## src/psw_pkg.sv

```systemverilog
package psw_pkg;

  localparam int STORED_CHARS    = 4;
  localparam int PORTS_PER_GROUP = 6;

  localparam int IDX_W   = $clog2(STORED_CHARS);
  localparam int CNT_W   = $clog2(STORED_CHARS + 1);
  localparam int STATE_W = 2 * PORTS_PER_GROUP;
  localparam int PORT_W  = $clog2(PORTS_PER_GROUP + 1);
  localparam int KIND_W  = 3;

  localparam int IN_TDATA_W = 8;

  // reply kind travels alone on tuser
  localparam int OUT_TUSER_W = KIND_W;

  // output tdata layout, lowest bit first
  localparam int OFS_STATE  = 0;
  localparam int OFS_RQ     = OFS_STATE + STATE_W;
  localparam int OFS_RG     = OFS_RQ + 1;
  localparam int OFS_RP     = OFS_RG + 1;
  localparam int OFS_SV     = OFS_RP + PORT_W;
  localparam int OUT_BITS   = OFS_SV + 1;
  localparam int OUT_TDATA_W = ((OUT_BITS + 7) / 8) * 8;

  localparam logic [7:0] CH_END    = 8'd35;
  localparam logic [7:0] CH_START  = 8'd58;
  localparam logic [7:0] CH_ZERO   = 8'd48;
  localparam logic [7:0] CH_HEAD   = 8'h48;  // H
  localparam logic [7:0] CH_OPEN   = 8'h4f;  // O
  localparam logic [7:0] CH_CLOSE  = 8'h43;  // C
  localparam logic [7:0] CH_REBOOT = 8'h52;  // R
  localparam logic [7:0] CH_SAVE   = 8'h53;  // S
  localparam logic [7:0] CH_QUERY  = 8'h51;  // Q
  localparam logic [7:0] CH_VER    = 8'h3f;  // ?
  localparam logic [7:0] CH_DC     = 8'h44;  // D
  localparam logic [7:0] CH_USB    = 8'h55;  // U

  typedef enum logic [KIND_W-1:0] {
    KIND_OPEN    = 3'd0,
    KIND_CLOSE   = 3'd1,
    KIND_REBOOT  = 3'd2,
    KIND_SAVE    = 3'd3,
    KIND_QUERY   = 3'd4,
    KIND_VERSION = 3'd5,
    KIND_UNKNOWN = 3'd6
  } kind_t;

  typedef struct packed {
    kind_t               reply_kind;
    logic [STATE_W-1:0]  port_state;
    logic                reboot_request;
    logic                reboot_group;
    logic [PORT_W-1:0]   reboot_port;
    logic                save_request;
  } result_t;

endpackage

```

## src/psw_in_reg.sv

```systemverilog
module psw_in_reg (
  input  logic                          clk,
  input  logic                          rst,
  input  logic                          s_tvalid,
  output logic                          s_tready,
  input  logic [psw_pkg::IN_TDATA_W-1:0] s_tdata,
  input  logic                          take,
  output logic                          valid,
  output logic [7:0]                    rx_byte
);

  assign s_tready = !valid || take;

  always_ff @(posedge clk) begin
    if (rst) begin
      valid <= 1'b0;
    end else if (s_tready) begin
      valid <= s_tvalid;
    end
  end

  always_ff @(posedge clk) begin
    if (s_tvalid && s_tready) begin
      rx_byte <= s_tdata[7:0];
    end
  end

endmodule

```

## src/psw_decode.sv

```systemverilog
module psw_decode (
  input  logic              clk,
  input  logic              rst,
  input  logic              step,
  input  logic [7:0]        rx_byte,
  output logic              res_fire,
  output psw_pkg::result_t  res
);

  logic                          frame_active, frame_active_next;
  logic [psw_pkg::CNT_W-1:0]     char_count, char_count_next;
  logic [7:0]                    command_chars [psw_pkg::STORED_CHARS];
  logic [7:0]                    command_chars_next [psw_pkg::STORED_CHARS];
  logic [psw_pkg::STATE_W-1:0]   sw_state, sw_state_next;

  logic [7:0]                    op_ch, grp_ch, dig_ch, digit;
  logic                          group_ok, port_ok, is_usb;
  logic [psw_pkg::PORT_W-1:0]    port_num;
  logic [psw_pkg::PORTS_PER_GROUP-1:0] grp_mask;
  logic [psw_pkg::STATE_W-1:0]   st_mask;

  // stored chars as seen at the end marker: the slot at the count reads zero
  assign op_ch  = (char_count == psw_pkg::CNT_W'(1)) ? 8'd0 : command_chars[1];
  assign grp_ch = (char_count == psw_pkg::CNT_W'(2)) ? 8'd0 : command_chars[2];
  assign dig_ch = (char_count == psw_pkg::CNT_W'(3)) ? 8'd0 : command_chars[3];

  assign digit    = dig_ch - psw_pkg::CH_ZERO;
  assign group_ok = (grp_ch == psw_pkg::CH_DC) || (grp_ch == psw_pkg::CH_USB);
  assign port_ok  = digit <= 8'(psw_pkg::PORTS_PER_GROUP);
  assign is_usb   = grp_ch == psw_pkg::CH_USB;
  assign port_num = digit[psw_pkg::PORT_W-1:0];

  always_comb begin
    if (port_num == '0) begin
      grp_mask = '1;
    end else begin
      grp_mask = psw_pkg::PORTS_PER_GROUP'(1) << (port_num - psw_pkg::PORT_W'(1));
    end
    if (is_usb) begin
      st_mask = {grp_mask, psw_pkg::PORTS_PER_GROUP'(0)};
    end else begin
      st_mask = {psw_pkg::PORTS_PER_GROUP'(0), grp_mask};
    end
  end

  always_comb begin
    frame_active_next  = frame_active;
    char_count_next    = char_count;
    command_chars_next = command_chars;
    sw_state_next      = sw_state;
    res_fire           = 1'b0;
    res.reply_kind     = psw_pkg::KIND_UNKNOWN;
    res.reboot_request = 1'b0;
    res.reboot_group   = 1'b0;
    res.reboot_port    = '0;
    res.save_request   = 1'b0;

    if (rx_byte == psw_pkg::CH_END) begin
      if (frame_active) begin
        frame_active_next = 1'b0;
        char_count_next   = '0;
        for (int i = 0; i < psw_pkg::STORED_CHARS; i++) begin
          command_chars_next[i] = 8'd0;
        end
        if ((char_count != '0) && (command_chars[0] == psw_pkg::CH_HEAD)) begin
          res_fire = 1'b1;
          case (op_ch)
            psw_pkg::CH_OPEN: begin
              res.reply_kind = psw_pkg::KIND_OPEN;
              if (group_ok && port_ok) begin
                sw_state_next = sw_state | st_mask;
              end
            end
            psw_pkg::CH_CLOSE: begin
              res.reply_kind = psw_pkg::KIND_CLOSE;
              if (group_ok && port_ok) begin
                sw_state_next = sw_state & ~st_mask;
              end
            end
            psw_pkg::CH_REBOOT: begin
              res.reply_kind = psw_pkg::KIND_REBOOT;
              if (group_ok && port_ok) begin
                res.reboot_request = 1'b1;
                res.reboot_group   = is_usb;
                res.reboot_port    = port_num;
              end
            end
            psw_pkg::CH_SAVE: begin
              res.reply_kind   = psw_pkg::KIND_SAVE;
              res.save_request = 1'b1;
            end
            psw_pkg::CH_QUERY: res.reply_kind = psw_pkg::KIND_QUERY;
            psw_pkg::CH_VER:   res.reply_kind = psw_pkg::KIND_VERSION;
            default:           res.reply_kind = psw_pkg::KIND_UNKNOWN;
          endcase
        end
      end
    end else begin
      if (frame_active && (char_count < psw_pkg::CNT_W'(psw_pkg::STORED_CHARS))) begin
        command_chars_next[char_count[psw_pkg::IDX_W-1:0]] = rx_byte;
        char_count_next = char_count + psw_pkg::CNT_W'(1);
      end
      // a start marker inside a frame restarts it
      if (rx_byte == psw_pkg::CH_START) begin
        frame_active_next = 1'b1;
        char_count_next   = '0;
      end
    end
    res.port_state = sw_state_next;
    res_fire = res_fire && step;
  end

  always_ff @(posedge clk) begin
    if (rst) begin
      frame_active <= 1'b0;
      char_count   <= '0;
      sw_state     <= '1;
      for (int i = 0; i < psw_pkg::STORED_CHARS; i++) begin
        command_chars[i] <= 8'd0;
      end
    end else if (step) begin
      frame_active  <= frame_active_next;
      char_count    <= char_count_next;
      sw_state      <= sw_state_next;
      command_chars <= command_chars_next;
    end
  end

endmodule

```

## src/psw_out_reg.sv

```systemverilog
module psw_out_reg (
  input  logic                            clk,
  input  logic                            rst,
  input  logic                            load,
  input  psw_pkg::result_t                res,
  output logic                            room,
  output logic                            m_tvalid,
  input  logic                            m_tready,
  output logic [psw_pkg::OUT_TDATA_W-1:0] m_tdata,
  output logic [psw_pkg::OUT_TUSER_W-1:0] m_tuser
);

  psw_pkg::result_t held;

  assign room = !m_tvalid || m_tready;

  always_ff @(posedge clk) begin
    if (rst) begin
      m_tvalid <= 1'b0;
    end else if (room) begin
      m_tvalid <= load;
    end
  end

  always_ff @(posedge clk) begin
    if (room && load) begin
      held <= res;
    end
  end

  assign m_tuser = held.reply_kind;

  always_comb begin
    m_tdata = '0;
    m_tdata[psw_pkg::OFS_STATE +: psw_pkg::STATE_W] = held.port_state;
    m_tdata[psw_pkg::OFS_RQ]                        = held.reboot_request;
    m_tdata[psw_pkg::OFS_RG]                        = held.reboot_group;
    m_tdata[psw_pkg::OFS_RP +: psw_pkg::PORT_W]     = held.reboot_port;
    m_tdata[psw_pkg::OFS_SV]                        = held.save_request;
  end

endmodule

```

## src/port_switch_command_decoder_top.sv

```systemverilog
// port switch command decoder
//
// input stream: one received character per transaction on s_tdata[7:0]
// (field rx_byte). frames run from ':' to '#'; a ':' inside a frame restarts
// it. a frame closed by '#' that holds at least one char and starts with 'H'
// is decoded; every other byte gives no result.
// output stream: one reply transaction per decoded frame, kind on m_tuser.
// a '#' is taken into the input register, then decoded into the output
// register, which offers its reply on m_tdata and m_tuser.
// throughput: one byte per cycle unless stalled; the input register and the
// output register are decoupled so a new byte is taken while a reply waits.
// when the receiver holds m_tready low with a reply pending, the decode
// stage stops and s_tready drops once the input register is full.
// reset (rst, synchronous): no frame open, count and stored chars cleared,
// all twelve ports on, both stream registers empty.
module port_switch_command_decoder_top (
  input  logic                            clk,
  input  logic                            rst,
  input  logic                            s_tvalid,
  output logic                            s_tready,
  // rx_byte[7:0]
  input  logic [psw_pkg::IN_TDATA_W-1:0]  s_tdata,
  output logic                            m_tvalid,
  input  logic                            m_tready,
  // port_state[11:0], reboot_request[12], reboot_group[13],
  // reboot_port[16:14], save_request[17], zero fill up to bit 23
  output logic [psw_pkg::OUT_TDATA_W-1:0] m_tdata,
  // reply_kind[2:0]
  output logic [psw_pkg::OUT_TUSER_W-1:0] m_tuser
);

  logic             in_valid;
  logic [7:0]       rx_byte;
  logic             room;
  logic             step;
  logic             res_fire;
  psw_pkg::result_t res;

  // decode advances when a byte is held and the reply register can take one
  assign step = in_valid && room;

  psw_in_reg u_in (
    .clk      (clk),
    .rst      (rst),
    .s_tvalid (s_tvalid),
    .s_tready (s_tready),
    .s_tdata  (s_tdata),
    .take     (room),
    .valid    (in_valid),
    .rx_byte  (rx_byte)
  );

  psw_decode u_dec (
    .clk      (clk),
    .rst      (rst),
    .step     (step),
    .rx_byte  (rx_byte),
    .res_fire (res_fire),
    .res      (res)
  );

  psw_out_reg u_out (
    .clk      (clk),
    .rst      (rst),
    .load     (res_fire),
    .res      (res),
    .room     (room),
    .m_tvalid (m_tvalid),
    .m_tready (m_tready),
    .m_tdata  (m_tdata),
    .m_tuser  (m_tuser)
  );

endmodule

```

## config.mk

```make
export PLATFORM = sky130hd
export DESIGN_NAME = port_switch_command_decoder_top
export DESIGN_NICKNAME = d
export VERILOG_FILES = /design/src/psw_pkg.sv /design/src/psw_in_reg.sv /design/src/psw_decode.sv /design/src/psw_out_reg.sv /design/src/port_switch_command_decoder_top.sv
export SDC_FILE = /design/constraint.sdc
export NUM_CORES = 1
export LEC_CHECK = 0
export ABC_AREA = 0
export BUFFER_PORTS_ARGS = -buffer_cell sky130_fd_sc_hd__buf_2
export CAP_MARGIN = 20
export CORE_UTILIZATION = 55
export DETAILED_ROUTE_END_ITERATION = 8
export GPL_ROUTABILITY_DRIVEN = 0
export PLACE_DENSITY = 0.87
export SLEW_MARGIN = 10
export SYNTH_ARGS = -nofsm -noshare
export SYNTH_HDL_FRONTEND = slang
export SYNTH_HIERARCHICAL = 1
export SYNTH_SLANG_ARGS = --single-unit
```

## constraint.sdc

```tcl
create_clock -name clk -period 3.3 [get_ports clk]
set_input_delay 0.165 -clock clk [delete_from_list [all_inputs] [get_ports clk]]
set_output_delay 0.165 -clock clk [all_outputs]
set_load 0.005 [all_outputs]
```

* Yosys cells after proc, flatten, opt, wreduce, memory -nomap -nowiden *
Cells that the tools add are included.

operators by class
  shift operators = 1
  reduce and logical (&&, ||, !) cells = 24
  $lt $le $gt $ge = 4
  mux-type cells = 29
  add/sub/neg operators = 3
  bitwise gates (word level) = 4
  equal/unequal tests = 15

operators with widths
  cell                                                  count
  2-to-1 mux 32 bit                                     3
  2-to-1 mux 12 bit                                     6
  equality test 8 x 7 -> 1 bit (second input constant)  8
  bitwise mux 32 bit                                    1
  2-to-1 mux 8 bit                                      4
  equality test 8 x 6 -> 1 bit (second input constant)  3
  one-hot mux 12 bit (2 select lines)                   1
  one-hot mux 3 bit (6 select lines)                    1
  demux 8 bit (select 2 bit)                            1
  bitwise AND 12 bit                                    1
  2-to-1 mux 3 bit                                      4
  NOT 12 bit                                            1
  bitwise OR 12 bit                                     1
  AND reduction 3 bit                                   3
  <= comparator 8 x 3 -> 1 bit (second input constant)  1
  logical AND 1 bit                                     8
  subtractor 8 x 6 -> 8 bit (second input constant)     1
  equality test 3 x 2 -> 1 bit (second input constant)  2
  2-to-1 mux 1 bit                                      6
  2-to-1 mux 6 bit                                      1
  nonzero test 3 bit                                    2
  left shift 1 x 3 -> 6 bit (first input constant)      1
  2-to-1 mux 5 bit                                      1
  AND reduction 5 bit                                   1
  14 further kinds                                      18

storage, ports and cells
  bits of input ports = 12
  output and inout port bits = 29
  word-level logic and storage cells = 96
  flip-flop bits (word level) = 79

* Logic depth before layout (Yosys ltp) *
  depth in word-level cells = 14
  mapped depth = 10
  mapped depth without buffers = 8

* Cells and area by module *
Netlist, hierarchy kept.

by module, submodules not included
  module                           sequential area each (um2)  instances  area an instance (um2)  cells each
  psw_decode                       960.9                       1          2578.7                  292
  psw_out_reg                      650.6                       1          734.5                   33
  psw_in_reg                       260.2                       1          295.3                   13
  port_switch_command_decoder_top  0.0                         1          6.3                     1

* Worst setup path after synthesis *
OpenSTA, ideal clock, no wires.

  path type = reg-to-reg
  start = register u_dec/char_count[0] (netlist name)
  end = register u_out.held, in the netlist u_out/m_tdata[7], data pin
  data arrival time = 2035 ps
  data required time = 3029 ps
  library setup time = 271 ps
  clock period less this slack = 2305 ps
  path slack = 995 ps
  path buffers = 1
  cell stages (with the launch flop) = 9
  cell sequence = dfxtp_1 ha_1 ha_1 nand4bb_1 nor3_1 nand4_1 clkbuf_1 o41ai_1 o31ai_1

RTL lines
  element                   line               text
  start: declaration        psw_decode.sv:11   logic [psw_pkg::CNT_W-1:0] char_count, char_count_next;
  start signal: assignment  psw_decode.sv:123  char_count <= char_count_next;
  end signal: assignment    psw_out_reg.sv:27  held <= res;
  end: declaration          psw_out_reg.sv:13  psw_pkg::result_t held;

==> impl_metrics.env <==
export IMPL_critPathMaxFanout=24
export IMPL_synth_edf_count=29
export IMPL_port_buffers=34
export IMPL_clockBufferDepth=2
export IMPL_hold_buffers=8
export IMPL_crit_required_ps=3470
export IMPL_setup_viol=0
export IMPL_areaGrowthSynthToFinish_pct=11.46
export IMPL_ys_ff_latch=79
export IMPL_final_nets=386
export IMPL_num_fill_cells=508
export IMPL_p_switching_uw=374.0
export IMPL_overflow=0
export IMPL_cts_resized_gates=0
export IMPL_power_density_nw_per_um2=432.6
export IMPL_synth_area_um2=3615
export IMPL_arrival_ps=3060
export IMPL_rsz0062_at_grt="no"
export IMPL_grt_pass1_wl_um=12790
export IMPL_clock_root_buffer="clkbuf_8"
export IMPL_cts_made_buffers=9
export IMPL_die_width_um=83.07
export IMPL_path_class="flip-flop to flip-flop"
export IMPL_p_sw_share_pct=21.46
export IMPL_status="finished clean"
export IMPL_cts_tree="yes"
export IMPL_via_count=2899
export IMPL_synth_top_flop_cell="dfxtp_1"
export IMPL_htree_num_levels=3
export IMPL_post_route_min_period_ps=2890
export IMPL_yosys_warnings=6
export IMPL_design_core_area_um2=6350
export IMPL_p_clk_share_pct=38.4
export IMPL_drc=0
export IMPL_crit_family="simple AND/OR/NAND/NOR gates"
export IMPL_die_h_um=83.07
export IMPL_rows=29
export IMPL_hold_class="primary input to flip-flop"
export IMPL_leakagePower_uw=0.001458
export IMPL_fmax_mhz=346.0
export IMPL_cp_slowest_cell="or3_1"
export IMPL_drt_wirelength_per_cell_um=16.99
export IMPL_grt_pass1_vias=2661
export IMPL_peakVddDrop_mv=0.3498
export IMPL_wl_um=7663
export IMPL_slowest_delay_ps=710
export IMPL_start_util_pct=56.93
export IMPL_clkTransAtPathRegs_ps=80
export IMPL_syn_area_per_cell_um2=10.66
export IMPL_clkLatencyLatePin_ps=360
export IMPL_diodes=0
export IMPL_setup_tns_ps=0
export IMPL_io_pins=41
export IMPL_drive_above_1_share_pct=16.84
export IMPL_async_flop_share_pct=0
export IMPL_clock_sinks=79
export IMPL_antenna_found_initial=0
export IMPL_crit_chain="inv_1 > ha_1 > nand4bb_1 > nor3_1 > nand2_1 > or3_1 > o31ai_1"
export IMPL_seqCellArea_um2=1872
export IMPL_ant_nets=0
export IMPL_grt_max_degree=42
export IMPL_worstMarginPinSlew_ps=793.4
export IMPL_clock_skew_ps=10.56
export IMPL_maxSlewHeadroom_pct=47.11
export IMPL_path_buf_inv=1
export IMPL_internal_power_uw=1369
export IMPL_multiInputGateArea_um2=1584
export IMPL_dieArea_um2=6901
export IMPL_hold_viol=0
export IMPL_seq_power_share_pct=59.2
export IMPL_p_comb_share_pct=2.4
export IMPL_cp_start_kind="flip-flop"
export IMPL_drt_iter0_markers=299
export IMPL_slew_viol_final=0
export IMPL_endpoint_kind="flip-flop"
export IMPL_syn_inst=339
export IMPL_first_pass_iters=5
export IMPL_synth_seq_area_share_pct=51.78
export IMPL_final_core_util_pct=63.45
export IMPL_globalRouteTotalUtil_pct=23.17
export IMPL_r2r_slack_ps=410
export IMPL_detail_route_vias_per_cell=6.428
export IMPL_synth_cell_type_count=59
export IMPL_post_cts_buffers=0
export IMPL_timing_final_crit_share_pct=87.58
export IMPL_drv_cap=0
export IMPL_dp_hpwl_um=5018
==> layout by cell type (no fill, tap or decap), types with 8 or more instances in the layout <==
master          n
a22oi_1        20
a32oi_1        12
buf_2          34
clkbuf_8       10
dfxtp_1        50
dlygate4sd3_1   8
edfxtp_1       29
nor2_1         51
o311ai_1        8
o31ai_1        13
o41ai_1        24
==> metal layers <==
metal | vias to the layer above | share of wire (%) | GRT usage (%) | wire length (um)
li1 | 1381 | - | - | -
met1 | 1363 | 42 | 29.28 | 3192
met2 | 139 | 50 | 36.89 | 3812
met3 | 16 | 6.5 | 4.573 | 496
met4 | 0 | 2.1 | 13.79 | 161
met5 | - | 0 | 0 | 0
==> worst reg2reg max path, cell delays in order (launching register included) <==
cell and delay, ps:
dfxtp_1 460, inv_1 180, ha_1 350, nand4bb_1 240, nor3_1 240, nand2_1 120, or3_1 710, o31ai_1 400
==> final timing paths <==
check,end,startpoint,cells after the start
worst max-delay path,u_out/m_tdata[5]$_DFFE_PP_,u_dec/char_count[2]$_SDFFE_PP0P_,7
worst min-delay path,u_in/valid$_SDFFE_PP0P_,s_tvalid,3
worst max register to register,u_out/m_tdata[5]$_DFFE_PP_,u_dec/char_count[2]$_SDFFE_PP0P_,7
worst min register to register,u_in/valid$_SDFFE_PP0P_,u_in/valid$_SDFFE_PP0P_,2
==> layout make-up <==
cell class	count	area share, %
Sequential cell	79	46.46
Inverter	7	0.6522
Timing Repair Buffer	44	6.584
Multi-Input combinational cell	228	39.32
Tap cell	77	2.391
Clock inverter	3	0.3727
Clock buffer	13	4.224
==> Yosys cell counts, types with 3 or more instances <==
library cell | instances | area [um^2]
a21oi_1 | 3 | 15.01
a22oi_1 | 20 | 150.1
a32oi_1 | 12 | 105.1
and2_1 | 6 | 37.54
buf_2 | 4 | 20.02
buf_4 | 7 | 52.55
clkbuf_1 | 16 | 60.06
dfxtp_1 | 50 | 1001
edfxtp_1 | 29 | 870.8
ha_1 | 5 | 62.56
inv_1 | 7 | 26.28
nand2_1 | 6 | 22.52
nand2b_1 | 3 | 18.77
nand3_1 | 3 | 15.01
nand4_1 | 3 | 18.77
nand4bb_1 | 3 | 33.78
nor2_1 | 51 | 191.4
nor2b_1 | 4 | 25.02
nor3_1 | 5 | 25.02
o211a_1 | 4 | 40.04
o21ai_1 | 3 | 15.01
o311ai_0 | 4 | 35.03
o311ai_1 | 8 | 70.07
o31ai_1 | 13 | 97.59
o41ai_1 | 24 | 210.2
xor2_1 | 4 | 35.03
==> per-stage QoR <==
step	power, uW	instances	worst slack [ps]	hold slack [ps]	cell area, um^2
after floorplan	1074	344	994.9	227.4	3633
after global placement	1087	427	647.5	341.3	3764
after detailed placement	1087	427	497.4	343.1	3764
after CTS	1753	451	490.0	45.19	4029
after global routing	1805	451	270.2	51.14	4029
final	1743	451	410.0	56.25	4029
==> power groups by stage <==
stage,combinational [uW],sequential (uW),clock [uW]
2_1_floorplan,28.6,1050,0
3_3_place_gp,32.8,1050,0
3_5_place_dp,33.5,1050,0
4_1_cts,40.6,1030,681
5_1_grt,45.2,1030,727
6_report,41.2,1030,670
==> logic make-up after synthesis <==
kind of cell               Yosys count  share of synthesized area [%]
xor gates and xnor gates             4                         0.9691
and+or+nand+nor                    107                          16.65
buffers and inverters               37                          4.915
DFF                                 79                          51.78
muxes                                3                         0.8999
other                                1                         0.1037
adders and majority gates            5                          1.731
AOI/OAI and AO/OA                  103                          22.95
==> registers in the layout (all words and copies together), names as in the netlist, 3 cells and up <==
name / count
u_dec/char_count: 3
u_dec/command_chars: 32
u_dec/sw_state: 12
u_in/rx_byte: 8
u_out/m_tdata: 18
u_out/m_tuser: 3
(Power assumes the default switching activity.)
